### config.mk
export PLATFORM = sky130hd
export DESIGN_NAME = hex_record_framer_crc16
export DESIGN_NICKNAME = d
export VERILOG_FILES = /design/src/rtl/hrf_pkg.sv /design/src/rtl/hrf_text.sv /design/src/rtl/hex_record_framer_crc16.sv
export VERILOG_INCLUDE_DIRS = /design/src /design/src/rtl
export SDC_FILE = /design/constraint.sdc
export NUM_CORES = 1
export LEC_CHECK = 0
export BUFFER_PORTS_ARGS = -buffer_cell sky130_fd_sc_hd__buf_2
export CELL_PAD_IN_SITES_DETAIL_PLACEMENT = 1
export CELL_PAD_IN_SITES_GLOBAL_PLACEMENT = 1
export CORE_UTILIZATION = 46
export DETAILED_ROUTE_END_ITERATION = 8
export MAX_ROUTING_LAYER = met4
export PLACE_DENSITY_LB_ADDON = 0.1
export SETUP_SLACK_MARGIN = 0.02
export SLEW_MARGIN = 5
export SYNTH_ARGS = -nofsm -noshare
export SYNTH_HDL_FRONTEND = slang
export SYNTH_SLANG_ARGS = --single-unit
export TNS_END_PERCENT = 10
### constraint.sdc
create_clock -name clk -period 4.55 [get_ports clk]
set_input_delay 0.455 -clock clk [delete_from_list [all_inputs] [get_ports clk]]
set_output_delay 0.455 -clock clk [all_outputs]
set_load 0.1 [all_outputs]
### src/rtl/hex_record_framer_crc16_defines.svh
// Assertion macros for the hex record framer.
// Used by files that carry concurrent checks; they expect clk and rst_n in scope.
`ifndef HEX_RECORD_FRAMER_CRC16_DEFINES_SVH
`define HEX_RECORD_FRAMER_CRC16_DEFINES_SVH

// Property must hold at every clock edge outside reset.
`define HRF_ASSERT_ALWAYS(lbl, prop, msg) \
    lbl: assert property (@(posedge clk) disable iff (!rst_n) (prop)) else $error(msg);

// Same-cycle implication outside reset.
`define HRF_ASSERT_IMPLIES(lbl, ante, cons, msg) \
    lbl: assert property (@(posedge clk) disable iff (!rst_n) (ante) |-> (cons)) \
        else $error(msg);

// Next-cycle implication outside reset.
`define HRF_ASSERT_NEXT(lbl, ante, cons, msg) \
    lbl: assert property (@(posedge clk) disable iff (!rst_n) (ante) |=> (cons)) \
        else $error(msg);

`endif

### src/rtl/hrf_pkg.sv
// Shared types, constants and functions of the hex record framer.
// No dependencies; used by hrf_text and hex_record_framer_crc16.
package hrf_pkg;

    localparam logic [15:0] CRC_POLY = 16'h1021;
    localparam logic [15:0] CRC_INIT = 16'hFFFF;

    localparam logic [7:0] CHAR_DATA_HEAD = 8'h44;  // 'D'
    localparam logic [7:0] CHAR_END_HEAD  = 8'h45;  // 'E'
    localparam logic [7:0] CHAR_NEWLINE   = 8'h0A;

    // Character positions within the text of one transaction
    localparam int POS_W = 5;
    localparam logic [POS_W-1:0] POS_HEAD      = 5'd0;
    localparam logic [POS_W-1:0] POS_DATA      = 5'd13;  // first digit of the data byte
    localparam logic [POS_W-1:0] POS_DATA_LAST = 5'd14;  // record stays open
    localparam logic [POS_W-1:0] POS_REC_NL    = 5'd19;  // record closes
    localparam logic [POS_W-1:0] POS_END_NL    = 5'd9;   // end record newline

    localparam int DIGIT_COUNT = 18;
    localparam int DIGIT_IDX_W = $clog2(DIGIT_COUNT);

    typedef struct packed {
        logic        kind;
        logic [23:0] start_address;
        logic [5:0]  record_length;
        logic [7:0]  data_byte;
    } item_t;

    typedef struct packed {
        logic [7:0] character;
        logic       last_char;
    } text_t;

    // Fields that one transaction prints
    typedef struct packed {
        logic        is_end;
        logic [15:0] seq;
        logic [23:0] addr;
        logic [7:0]  len;
        logic [7:0]  data;
        logic [15:0] crc;
    } rec_fields_t;

    function automatic logic [15:0] crc16_byte(input logic [15:0] crc_in,
                                               input logic [7:0]  value);
        logic [15:0] c;
        c = crc_in ^ {value, 8'h00};
        for (int k = 0; k < 8; k++) begin
            c = c[15] ? ({c[14:0], 1'b0} ^ CRC_POLY) : {c[14:0], 1'b0};
        end
        return c;
    endfunction

    function automatic logic [15:0] crc16_header(input logic [15:0] crc_in,
                                                 input logic [15:0] seq,
                                                 input logic [23:0] addr,
                                                 input logic [7:0]  len);
        logic [15:0] c;
        c = crc16_byte(crc_in, seq[15:8]);
        c = crc16_byte(c, seq[7:0]);
        c = crc16_byte(c, addr[23:16]);
        c = crc16_byte(c, addr[15:8]);
        c = crc16_byte(c, addr[7:0]);
        c = crc16_byte(c, len);
        return c;
    endfunction

    function automatic logic [7:0] hex_ascii(input logic [3:0] v);
        return (v < 4'd10) ? (8'h30 + {4'h0, v}) : (8'h37 + {4'h0, v});
    endfunction

endpackage

### src/rtl/hrf_text.sv
// Character generator: picks the ASCII character at one position of a record.
// Depends on hrf_pkg.
module hrf_text (
    input  hrf_pkg::rec_fields_t           fields,
    input  logic [hrf_pkg::POS_W-1:0]      pos,
    output logic [7:0]                     character
);

    logic [4*hrf_pkg::DIGIT_COUNT-1:0] digits;
    logic [3:0]                        nib_arr [hrf_pkg::DIGIT_COUNT];
    logic [hrf_pkg::POS_W-1:0]         digit_pos;
    logic [hrf_pkg::DIGIT_IDX_W-1:0]   digit_idx;
    logic [hrf_pkg::POS_W-1:0]         nl_pos;

    always_comb
    begin
        if (fields.is_end)
        begin
            digits = {fields.seq, fields.crc, 40'h0};
        end
        else
        begin
            digits = {fields.seq, fields.addr, fields.len, fields.data, fields.crc};
        end
    end

    for (genvar i = 0; i < hrf_pkg::DIGIT_COUNT; i++)
    begin : g_nib
        assign nib_arr[i] = digits[4*(hrf_pkg::DIGIT_COUNT-1-i) +: 4];
    end

    // Digits start right after the head letter; clamp keeps the index in range
    assign digit_pos = pos - 5'd1;
    assign digit_idx = (digit_pos < hrf_pkg::POS_W'(hrf_pkg::DIGIT_COUNT))
                     ? digit_pos[hrf_pkg::DIGIT_IDX_W-1:0] : '0;
    assign nl_pos    = fields.is_end ? hrf_pkg::POS_END_NL : hrf_pkg::POS_REC_NL;

    always_comb
    begin
        case (pos)
            hrf_pkg::POS_HEAD:
            begin
                character = fields.is_end ? hrf_pkg::CHAR_END_HEAD : hrf_pkg::CHAR_DATA_HEAD;
            end
            default:
            begin
                if (pos == nl_pos)
                begin
                    character = hrf_pkg::CHAR_NEWLINE;
                end
                else
                begin
                    character = hrf_pkg::hex_ascii(nib_arr[digit_idx]);
                end
            end
        endcase
    end

endmodule

### src/rtl/hex_record_framer_crc16.sv
// Hex record framer: turns data bytes into ASCII 'D' records with CRC-16 and emits an 'E'
// end record with the stream CRC. Depends on hrf_pkg, hrf_text and the defines header.
//
// The text leaves one character per cycle while text_ready is high. An item has 2
// characters for a byte inside a record, 7 for the byte that closes a record, 15 for the
// byte that opens one (20 if it also closes it) and 10 for a finish item. The output port
// is the only limit; the input is registered and the whole update of sequence, record CRC
// and stream CRC for an item happens in the cycle it enters the character serializer, so
// items follow each other without gaps. A taken item passes the input register and the
// serializer before its text reaches the output register. record_length 0 counts as 1,
// values above MAX_BYTES are cut to MAX_BYTES; a finish item drops any open record.
`include "hex_record_framer_crc16_defines.svh"

module hex_record_framer_crc16 #(
    parameter int MAX_BYTES = 32
) (
    input  logic           clk,
    input  logic           rst_n,
    input  logic           item_valid,
    output logic           item_ready,
    input  hrf_pkg::item_t item,
    output logic           text_valid,
    input  logic           text_ready,
    output hrf_pkg::text_t text
);

    localparam logic [7:0] MaxLen = 8'(MAX_BYTES);

    // Input register
    logic           in_valid_reg;
    hrf_pkg::item_t in_item_reg;

    // Framer state
    logic [15:0] seq_reg,    seq_next;
    logic [15:0] rec_crc_reg, rec_crc_next;
    logic [15:0] stream_reg, stream_next;
    logic [15:0] pend_reg,   pend_next;
    logic [5:0]  bpos_reg,   bpos_next;
    logic [5:0]  total_reg,  total_next;

    // Serializer (result register)
    logic                         ser_valid_reg;
    hrf_pkg::rec_fields_t         ser_fields_reg, ser_fields_next;
    logic [hrf_pkg::POS_W-1:0]    ser_pos_reg, ser_start_next;
    logic [hrf_pkg::POS_W-1:0]    ser_stop_reg, ser_stop_next;

    // Output register
    logic        out_valid_reg;
    logic [7:0]  out_char_reg;
    logic        out_last_reg;

    logic        advance;
    logic        ser_at_stop;
    logic        ser_load;
    logic [7:0]  ser_char;

    // Item processing
    logic        open_rec;
    logic [5:0]  len_eff;
    logic [15:0] rc_base, pd_base, rc_data, pd_data;
    logic [5:0]  tot_eff, bpos_inc;
    logic        close_rec;

    assign advance     = ser_valid_reg && (!out_valid_reg || text_ready);
    assign ser_at_stop = (ser_pos_reg == ser_stop_reg);
    assign ser_load    = in_valid_reg && (!ser_valid_reg || (advance && ser_at_stop));
    assign item_ready  = !in_valid_reg || ser_load;

    always_comb
    begin
        open_rec = (bpos_reg == 6'd0);
        len_eff  = (in_item_reg.record_length == 6'd0) ? 6'd1 : in_item_reg.record_length;
        if ({2'b00, len_eff} > MaxLen)
        begin
            len_eff = MaxLen[5:0];
        end

        if (open_rec)
        begin
            rc_base = hrf_pkg::crc16_header(hrf_pkg::CRC_INIT, seq_reg,
                                            in_item_reg.start_address, {2'b00, len_eff});
            pd_base = hrf_pkg::crc16_header(stream_reg, seq_reg,
                                            in_item_reg.start_address, {2'b00, len_eff});
            tot_eff = len_eff;
        end
        else
        begin
            rc_base = rec_crc_reg;
            pd_base = pend_reg;
            tot_eff = total_reg;
        end
        rc_data   = hrf_pkg::crc16_byte(rc_base, in_item_reg.data_byte);
        pd_data   = hrf_pkg::crc16_byte(pd_base, in_item_reg.data_byte);
        bpos_inc  = bpos_reg + 6'd1;
        close_rec = (bpos_inc >= tot_eff);

        seq_next     = seq_reg;
        rec_crc_next = rec_crc_reg;
        stream_next  = stream_reg;
        pend_next    = pend_reg;
        bpos_next    = bpos_reg;
        total_next   = total_reg;

        ser_fields_next.is_end = in_item_reg.kind;
        ser_fields_next.seq    = seq_reg;
        ser_fields_next.addr   = in_item_reg.start_address;
        ser_fields_next.len    = {2'b00, len_eff};
        ser_fields_next.data   = in_item_reg.data_byte;

        if (in_item_reg.kind)
        begin
            ser_fields_next.crc = stream_reg;
            ser_start_next      = hrf_pkg::POS_HEAD;
            ser_stop_next       = hrf_pkg::POS_END_NL;
            seq_next            = 16'h0000;
            rec_crc_next        = hrf_pkg::CRC_INIT;
            stream_next         = hrf_pkg::CRC_INIT;
            pend_next           = hrf_pkg::CRC_INIT;
            bpos_next           = 6'd0;
            total_next          = 6'd0;
        end
        else
        begin
            ser_fields_next.crc = rc_data;
            ser_start_next      = open_rec ? hrf_pkg::POS_HEAD : hrf_pkg::POS_DATA;
            ser_stop_next       = close_rec ? hrf_pkg::POS_REC_NL : hrf_pkg::POS_DATA_LAST;
            rec_crc_next        = rc_data;
            pend_next           = pd_data;
            total_next          = tot_eff;
            if (close_rec)
            begin
                stream_next = pd_data;
                seq_next    = seq_reg + 16'd1;
                bpos_next   = 6'd0;
            end
            else
            begin
                bpos_next = bpos_inc;
            end
        end
    end

    hrf_text u_text (
        .fields    (ser_fields_reg),
        .pos       (ser_pos_reg),
        .character (ser_char)
    );

    always_ff @(posedge clk or negedge rst_n)
    begin
        if (!rst_n)
        begin
            in_valid_reg <= 1'b0;
        end
        else if (item_ready)
        begin
            in_valid_reg <= item_valid;
        end
    end

    always_ff @(posedge clk)
    begin
        if (item_ready && item_valid)
        begin
            in_item_reg <= item;
        end
    end

    always_ff @(posedge clk or negedge rst_n)
    begin
        if (!rst_n)
        begin
            seq_reg     <= 16'h0000;
            rec_crc_reg <= hrf_pkg::CRC_INIT;
            stream_reg  <= hrf_pkg::CRC_INIT;
            pend_reg    <= hrf_pkg::CRC_INIT;
            bpos_reg    <= 6'd0;
            total_reg   <= 6'd0;
        end
        else if (ser_load)
        begin
            seq_reg     <= seq_next;
            rec_crc_reg <= rec_crc_next;
            stream_reg  <= stream_next;
            pend_reg    <= pend_next;
            bpos_reg    <= bpos_next;
            total_reg   <= total_next;
        end
    end

    always_ff @(posedge clk or negedge rst_n)
    begin
        if (!rst_n)
        begin
            ser_valid_reg <= 1'b0;
            ser_pos_reg   <= hrf_pkg::POS_HEAD;
            ser_stop_reg  <= hrf_pkg::POS_HEAD;
        end
        else if (ser_load)
        begin
            ser_valid_reg <= 1'b1;
            ser_pos_reg   <= ser_start_next;
            ser_stop_reg  <= ser_stop_next;
        end
        else if (advance)
        begin
            // drop the transaction after its last character, otherwise step on
            if (ser_at_stop)
            begin
                ser_valid_reg <= 1'b0;
            end
            else
            begin
                ser_pos_reg <= ser_pos_reg + 5'd1;
            end
        end
    end

    always_ff @(posedge clk)
    begin
        if (ser_load)
        begin
            ser_fields_reg <= ser_fields_next;
        end
    end

    always_ff @(posedge clk or negedge rst_n)
    begin
        if (!rst_n)
        begin
            out_valid_reg <= 1'b0;
        end
        else if (advance)
        begin
            out_valid_reg <= 1'b1;
        end
        else if (text_ready)
        begin
            out_valid_reg <= 1'b0;
        end
    end

    always_ff @(posedge clk)
    begin
        if (advance)
        begin
            out_char_reg <= ser_char;
            out_last_reg <= ser_at_stop;
        end
    end

    assign text_valid     = out_valid_reg;
    assign text.character = out_char_reg;
    assign text.last_char = out_last_reg;

    `HRF_ASSERT_IMPLIES(a_ser_pos_range, ser_valid_reg, ser_pos_reg <= ser_stop_reg,
        "serializer position ran past its stop")
    `HRF_ASSERT_ALWAYS(a_bpos_in_record, (bpos_reg == 6'd0) || (bpos_reg < total_reg),
        "byte position outside open record")
    `HRF_ASSERT_IMPLIES(a_load_when_free, ser_load, !ser_valid_reg || (advance && ser_at_stop),
        "serializer reloaded while busy")
    `HRF_ASSERT_NEXT(a_accept_held, item_valid && item_ready, in_valid_reg,
        "accepted transaction not held in input register")

endmodule

# [Word level (Yosys, flattened, before mapping)]
# Index checks and enable logic that the tools add are counted.
[totals] in_bits=43 output_inout_bits=11 ramBits=0 latchBits=0 regBits=208 romBits=0 elab_cells=333 mem_count=0
[classes] div=0 n_bitwise=127 reduce_logical=20 n_mux=149 n_lt_le_gt_ge=5 n_addsub=6 n_shift=0 eq_ne=3 mul=0
[op_table] cell="$mux 13" n=112
[op_table] cell="$not 3->3" n=112
[op_table] cell="$xor 16x16->16" n=11
[op_table] cell="$mux 16" n=9
[op_table] cell="$mux 56" n=1
[op_table] cell="$mux 6" n=6
[op_table] cell="$mux 5" n=7
[op_table] cell="$xor 16x14->16" n=2
[op_table] cell="$mux 8" n=3
[op_table] cell="$bmux 4 s5" n=1
[op_table] cell="$add 16x1->16 const B" n=1
[op_table] cell="$mux 4" n=4
[op_table] cell="$not 16->16" n=1
[op_table] cell="$add 6x4->7 const A" n=2
[op_table] cell="$logic_not 6->1" n=2
[op_table] cell="$eq 5x5->1" n=2
[op_table] cell="$reduce_bool 2->1" n=4
[op_table] cell="$add 6x1->6 const B" n=1
[op_table] cell="$ge 6x6->1" n=1
[op_table] cell="$ge 6x6->1 const B" n=1
[op_table] cell="$gt 6x6->1 const B" n=1
[op_table] cell="$mux 1" n=6
[op_table] cell="$not 5->6" n=1
[op_table] cell="$reduce_and 2->1" n=3
[op_table] cell="other kinds (9)" n=16

# [Logic depth before layout (Yosys ltp)]
[logic_depth] word_depth=122 mapped_depth=22 ltp_nobuf=18

# [By module]
# From an unflattened synthesis, not the netlist that was laid out.
[unflattened] hier_cells=1100 area_unflattened_um2=13265.2
[modules_own_cells] mod="hex_record_framer_crc16" area_each_um2=11937.7 cells_each=925 seq_area_each_um2=5860.6 instances=1
[modules_own_cells] mod="hrf_text" area_each_um2=1327.5 cells_each=175 seq_area_each_um2=0.0 instances=1

# [Worst setup path before layout]
# Ideal clock, no wire load.
[synth_timing] path_type="reg-to-reg" from="register ser_pos_reg[4] (netlist bit)" to="register ser_fields_reg[0] (netlist bit) (enable)" setup_time_ns=0.463 n_path_buf=4 stages_incl_launch_ff=12 setup_slack_ns=-0.076 arrival_time_ns=4.163 t_required_ns=4.087 period_less_slack_ns=4.626 path_cell_list="dfrtp_1 -> clkbuf_1 -> buf_1 -> xnor2_1 -> nand3_1 -> nor3_1 -> nand2_1 -> nand2_1 -> nand2_1 -> inv_1 -> clkbuf_1 -> clkbuf_1"
[synth_via] elab_chain_cells=4
[synth_rtl] element="start, declared" line="hex_record_framer_crc16.sv:44" source="logic [hrf_pkg::POS_W-1:0] ser_pos_reg, ser_start_next;"
[synth_rtl] element="start signal, assigned" line="hex_record_framer_crc16.sv:196" source="ser_pos_reg <= hrf_pkg::POS_HEAD;"
[synth_rtl] element="start signal, assigned" line="hex_record_framer_crc16.sv:202" source="ser_pos_reg <= ser_start_next;"
[synth_rtl] element="start signal, assigned" line="hex_record_framer_crc16.sv:214" source="ser_pos_reg <= ser_pos_reg + 5'd1;"
[synth_rtl] element="$eq 5x5->1" line="hex_record_framer_crc16.sv:65" source="assign ser_at_stop = (ser_pos_reg == ser_stop_reg);"
[synth_rtl] element="net ser_at_stop" line="hex_record_framer_crc16.sv:53" source="logic ser_at_stop;"
[synth_rtl] element="$logic_and 1x1->1" line="hex_record_framer_crc16.sv:66" source="assign ser_load = in_valid_reg && (!ser_valid_reg || (advance && ser_at_stop));"
[synth_rtl] element="$logic_or 1x1->1" line="hex_record_framer_crc16.sv:66"
[synth_rtl] element="$logic_and 1x1->1" line="hex_record_framer_crc16.sv:66"
[synth_rtl] element="net ser_load" line="hex_record_framer_crc16.sv:54" source="logic ser_load;"
[synth_rtl] element="end signal, assigned" line="hex_record_framer_crc16.sv:223" source="ser_fields_reg <= ser_fields_next;"
[synth_rtl] element="end, declared" line="hex_record_framer_crc16.sv:43" source="hrf_pkg::rec_fields_t ser_fields_reg, ser_fields_next;"
# The timed path passes the listed nets, and every way through them passes these cells.
# A chain may end at the register's enable or synchronous reset.

# [Worst setup path after layout]
[layout_timing] from="register seq_reg[10]" to="register stream_reg[14]"
[layout_via] elab_chain_cells=59 word_cells_on_any_way=88 cone_classes="mux (54); bitwise (34)"
[layout_rtl] element="start, declared" line="hex_record_framer_crc16.sv:34" source="logic [15:0] seq_reg, seq_next;"
[layout_rtl] element="start signal, assigned" line="hex_record_framer_crc16.sv:182" source="seq_reg <= seq_next;"
[layout_rtl] element="$xor 16x16->16 (*)" line="hrf_pkg.sv:48" source="c = crc_in ^ {value, 8'h00};"
[layout_rtl] element="$mux 13 (*)" line="hrf_pkg.sv:50" source="c = c[15] ? ({c[14:0], 1'b0} ^ CRC_POLY) : {c[14:0], 1'b0};"
[layout_rtl] element="$not 3->3 (no source line)"
[layout_rtl] element="$mux 13 (*) (2 in series)" line="hrf_pkg.sv:50"
[layout_rtl] element="$xor 16x16->16 (*)" line="hrf_pkg.sv:48"
[layout_rtl] element="$mux 13 (*)" line="hrf_pkg.sv:50"
[layout_rtl] element="$mux 13 or $xor 16x16->16 (tied branches)" line="hrf_pkg.sv:50, hrf_pkg.sv:48"
[layout_rtl] element="$mux 13 (2 in series)" line="hrf_pkg.sv:50"
[layout_rtl] element="[... 41 more ...]"
[layout_rtl] element="$mux 13 (*)" line="hrf_pkg.sv:50"
[layout_rtl] element="$mux 13 or $xor 16x16->16 (tied branches)" line="hrf_pkg.sv:50, hrf_pkg.sv:48"
[layout_rtl] element="$mux 13" line="hrf_pkg.sv:50"
[layout_rtl] element="$mux 13 or $not 3->3 (tied branches)"
[layout_rtl] element="$not 3->3 (no source line) or $mux 13 (tied branches)"
[layout_rtl] element="$mux 13 (*)" line="hrf_pkg.sv:50"
[layout_rtl] element="$mux 16 (*)" line="hex_record_framer_crc16.sv:130" source="if (close_rec)"
[layout_rtl] element="$mux 16 (*)" line="hex_record_framer_crc16.sv:110" source="if (in_item_reg.kind)"
[layout_rtl] element="end signal, assigned" line="hex_record_framer_crc16.sv:175" source="stream_reg <= hrf_pkg::CRC_INIT;"
[layout_rtl] element="end signal, assigned" line="hex_record_framer_crc16.sv:184" source="stream_reg <= stream_next;"
[layout_rtl] element="end, declared" line="hex_record_framer_crc16.sv:36" source="logic [15:0] stream_reg, stream_next;"
# Mark *: on every way between the ends. The rest lies on a longest branch, timed or not. The select of a mux whose other input is x is not followed.

==> metrics list <==
- Once detailed placement completed, the half-perimeter wirelength came to 30,500 µm.
- Cell type with the highest aggregate area in the netlist: sky130_fd_sc_hd__edfxtp_1
- Post-layout worst setup margin: 190 ps
* Ranking of synthesized cells by area: sky130_fd_sc_hd__edfxtp_1 26%, sky130_fd_sc_hd__xnor2_1 9.9%, sky130_fd_sc_hd__xnor3_1 9.8%, sky130_fd_sc_hd__dfstp_2 9.4%, sky130_fd_sc_hd__dfrtp_1 7.7%
* Number of global-route vias before repair: 9,395
- The path class of the tightest hold or removal check is in2async.
- The number of antenna violations at the first check in global routing was 1.
- # rows: 62
- The worst setup path is captured at a flop.
* Clock root buffer master: sky130_fd_sc_hd__clkbuf_16
- Max-cap violations in this run came to 0.
- The critical path is of the reg2reg type.
* Die boundary width: 173 µm
- Hold is met by 45.3 ps.
- Number of distinct library cells after synthesis: 67
* Setup repair after global routing missed its margin: yes
- STA puts the critical path data arrival time at 4800 ps.
- The number of nets handed over by synthesis was 1,216.
- In this run, the number of DRC markers left after iteration 0 of detailed routing was 783.
* Post-placement setup slack: 184 ps
- Outcome: finished clean
* Growth of design area from synthesis to finish: 12.7%
- Post-CTS timing repair inserted 0 buffers for setup.
- During placement, the flow inserted port buffers numbering 52.
* Crit path time final: 4360 ps
* Seq cells post-synth: 207
- Entering global routing, the biggest net connects 87 pins.
* Mapped Area: 0.0134 mm²
* Remaining DRCs: 0
- The worst setup path is launched from a flop.
- Along the worst path, the maximum fanout reaches 9.
* Fraction of final layout cells sized beyond drive strength 1: 0.197
- Count of synthesis-stage warnings from yosys: 0
- Routability congestion estimate from global placement: 0.922
- Placed cell count: 1,588
* Setup violators final: 0
- Excluding fillers, the count of instances in the completed layout stands at 1,634.
- Global-route usage over all layers: 0.283
- The first global-routing pass estimated 60,500 µm of wire.
* Wire per inst: 24.5 µm
* Synthesized netlist cell count: 1,160
* Count of pins over their slew limit: 0
- Sequential-to-total area share from yosys stat: 0.436
- Data on the critical path is required at its endpoint by 4990 ps.
- Antenna fix cells: 0
- Ranked by instance count, the synthesized netlist is headed by 152 x sky130_fd_sc_hd__xnor2_1, 121 x sky130_fd_sc_hd__nand2_1, 118 x sky130_fd_sc_hd__edfxtp_1.
- On the final layout, the worst clock skew is 13.1 ps.
* Post-synthesis async set-or-reset flop share: 0.430
* Initial core utilization: 0.466
- Vias per std cell: 5.53
- In this run the count of I/O pins placed on the die edge is 54.
* CTS tree: done
- H-tree depth: 1
- Of the available clock period, the critical path in the final layout requires 0.958.
- The first detailed-routing pass ran for 5 iterations.
- Worst Max-Slew Pin Slew: 1020 ps
- FF-to-FF Start: seq_reg[10]$_DFFE_PN0P_
- Flip-flop cell with the highest count after synthesis: sky130_fd_sc_hd__edfxtp_1
* Reg2Reg Depth: 13
* Layout fillers: 3,055
- The die covers 0.0298 mm².
- In this run, synthesis inferred 118 flip-flops with an integrated enable.
- After floorplanning, the core was sized to cover 0.0287 mm².
- Adding up every negative setup slack in the final design gives 0 ps.
- Clock-pin slew on the worst setup and hold paths: 60 ps
- Max clock buf depth: 3
- The average instance in the mapped netlist occupies 11.5 µm².
- Max Clock Freq: 229 MHz
* Die Y: 173 µm
* Final Routed Wirelength: 40,100 µm
- Antenna Nets Post-Route: 0
* Slew margin rel.: 0.320
- The number of endpoints with negative hold slack in the final report is 0.
- The detailed router placed 9,038 vias in this run.
* Remaining Overflow, GRT: 0
- Max reg flops: 71
- Fraction of post-synthesis cell area in the top cell type by area: 0.265
- Setup slack on the worst flop-to-flop path: 190 ps
- Capturing point of the worst reg2reg path: stream_reg[14]$_DFFE_PN1P_
- Clock tree sinks: 207
* Number of nets in the final layout: 1,287
* Total CTS buffers: 25
* Cell with the most instances after synthesis: sky130_fd_sc_hd__xnor2_1
- Worst-Skew Late Latency: 540 ps
==> final cells by class <==
| cell class | instances | area, µm² | area share |
|---|---|---|---|
| Clock buffer | 35 | 693 | 0.0459 |
| Clock inverter | 11 | 96.3 | 0.00638 |
| Inverter | 28 | 108 | 0.00713 |
| Multi-Input combinational cell | 856 | 7150 | 0.474 |
| Sequential cell | 207 | 5830 | 0.386 |
| Tap cell | 384 | 480 | 0.0318 |
| Timing Repair Buffer | 113 | 733 | 0.0486 |
==> cell usage in the layout, fill, tap and decap left out, types with 4 or more instances in the layout <==
master                      synthesis  final
sky130_fd_sc_hd__xor2_1            69     69
sky130_fd_sc_hd__xnor3_2            8      8
sky130_fd_sc_hd__nor3_1            11     11
sky130_fd_sc_hd__inv_1             27     26
sky130_fd_sc_hd__dfstp_2           48     48
sky130_fd_sc_hd__o21ai_0           74     73
sky130_fd_sc_hd__clkbuf_1          46      7
sky130_fd_sc_hd__xor2_2             4      4
sky130_fd_sc_hd__and2_1             6      5
sky130_fd_sc_hd__edfxtp_1         118    118
sky130_fd_sc_hd__and3_1            12     12
sky130_fd_sc_hd__xnor2_1          152    152
sky130_fd_sc_hd__nand2_1          121    120
sky130_fd_sc_hd__a22oi_1            7      7
sky130_fd_sc_hd__mux2i_1           23     23
sky130_fd_sc_hd__a31oi_1           11     11
sky130_fd_sc_hd__o31ai_1            8      8
sky130_fd_sc_hd__clkinv_2           0      5
sky130_fd_sc_hd__buf_4              9     61
sky130_fd_sc_hd__buf_2              8     51
sky130_fd_sc_hd__xnor3_1           58     58
sky130_fd_sc_hd__a21oi_1           52     52
sky130_fd_sc_hd__inv_6              0      4
sky130_fd_sc_hd__mux4_2             4      4
sky130_fd_sc_hd__a21o_1             4      4
sky130_fd_sc_hd__nor2_1            71     71
sky130_fd_sc_hd__o22a_1             9      9
sky130_fd_sc_hd__nand3_1            9      9
sky130_fd_sc_hd__o21ai_1           15     15
sky130_fd_sc_hd__xor3_1            13     13
sky130_fd_sc_hd__xnor2_2           13     13
sky130_fd_sc_hd__ha_1              13     13
sky130_fd_sc_hd__nor2b_1           10     10
sky130_fd_sc_hd__o22ai_1            8      8
sky130_fd_sc_hd__clkbuf_16          0     25
sky130_fd_sc_hd__dfrtp_1           41     40
sky130_fd_sc_hd__a221oi_1           4      4
sky130_fd_sc_hd__nand2b_1          17     17
sky130_fd_sc_hd__o211ai_1           4      4
==> timing repair <==
action | CTS | global route
hold buffers | 0 | 0
gates resized for setup | 0 | 1
setup endpoints to repair | 0 | 7
==> worst max-delay path, cell delays in order, from the launching register on <==
cell and delay (ps):
sky130_fd_sc_hd__dfrtp_1 550, sky130_fd_sc_hd__xnor3_2 510, sky130_fd_sc_hd__xor2_2 200, sky130_fd_sc_hd__buf_4 170
sky130_fd_sc_hd__xor2_1 190, sky130_fd_sc_hd__xnor2_2 420, sky130_fd_sc_hd__xnor3_1 530, sky130_fd_sc_hd__xnor2_2 240
sky130_fd_sc_hd__xnor3_1 470, sky130_fd_sc_hd__o21ai_2 180, sky130_fd_sc_hd__xor2_2 220, sky130_fd_sc_hd__xnor2_2 190
sky130_fd_sc_hd__xnor2_1 140, sky130_fd_sc_hd__a22oi_1 260
==> worst max path at each step <==
stage	from	to	slack, ps	cells after the start
global route	seq_reg[12]$_DFFE_PN0P_	ser_fields_reg[8]$_DFFE_PP_	1	11
finish	seq_reg[10]$_DFFE_PN0P_	stream_reg[14]$_DFFE_PN1P_	190	13
global placement	seq_reg[13]$_DFFE_PN0P_	stream_reg[14]$_DFFE_PN1P_	310	12
detailed placement	seq_reg[13]$_DFFE_PN0P_	stream_reg[14]$_DFFE_PN1P_	180	12
CTS	seq_reg[13]$_DFFE_PN0P_	stream_reg[14]$_DFFE_PN1P_	110	12
floorplan	ser_pos_reg[0]$_DFFE_PN0P_	out_char_reg[1]$_SDFFCE_PP0P_	410	18
==> metal layers <==
| metal | global-route usage | vias to the layer above | routed length, µm |
|---|---|---|---|
| met3 | 0.0464 | 65 | 2180 |
| met5 | - | - | 0 |
| met2 | 0.449 | 198 | 18900 |
| met4 | 0.0755 | 0 | 1100 |
| met1 | 0.378 | 4604 | 17900 |
| li1 | - | 4171 | - |
==> logic make-up after synthesis <==
family | share of synthesized area
XOR/XNOR | 0.306
other | 0.000280
multiplexers | 0.0264
flip-flops | 0.436
AND/OR/NAND/NOR | 0.0914
AO/OA/AOI/OAI | 0.0969
buffers and inverters | 0.0311
adder cells (fa/ha/maj) | 0.0121
==> metrics by stage <==
stage               utilization  instance area (µm²)
floorplan                     -                13400
global placement          0.498                14300
detailed placement        0.498                14300
CTS                       0.526                15100
global route              0.526                15100
finish                    0.526                15100
Power is not shown: default switching activity piles up to over one toggle a cycle in this logic, so the estimate is an artifact.
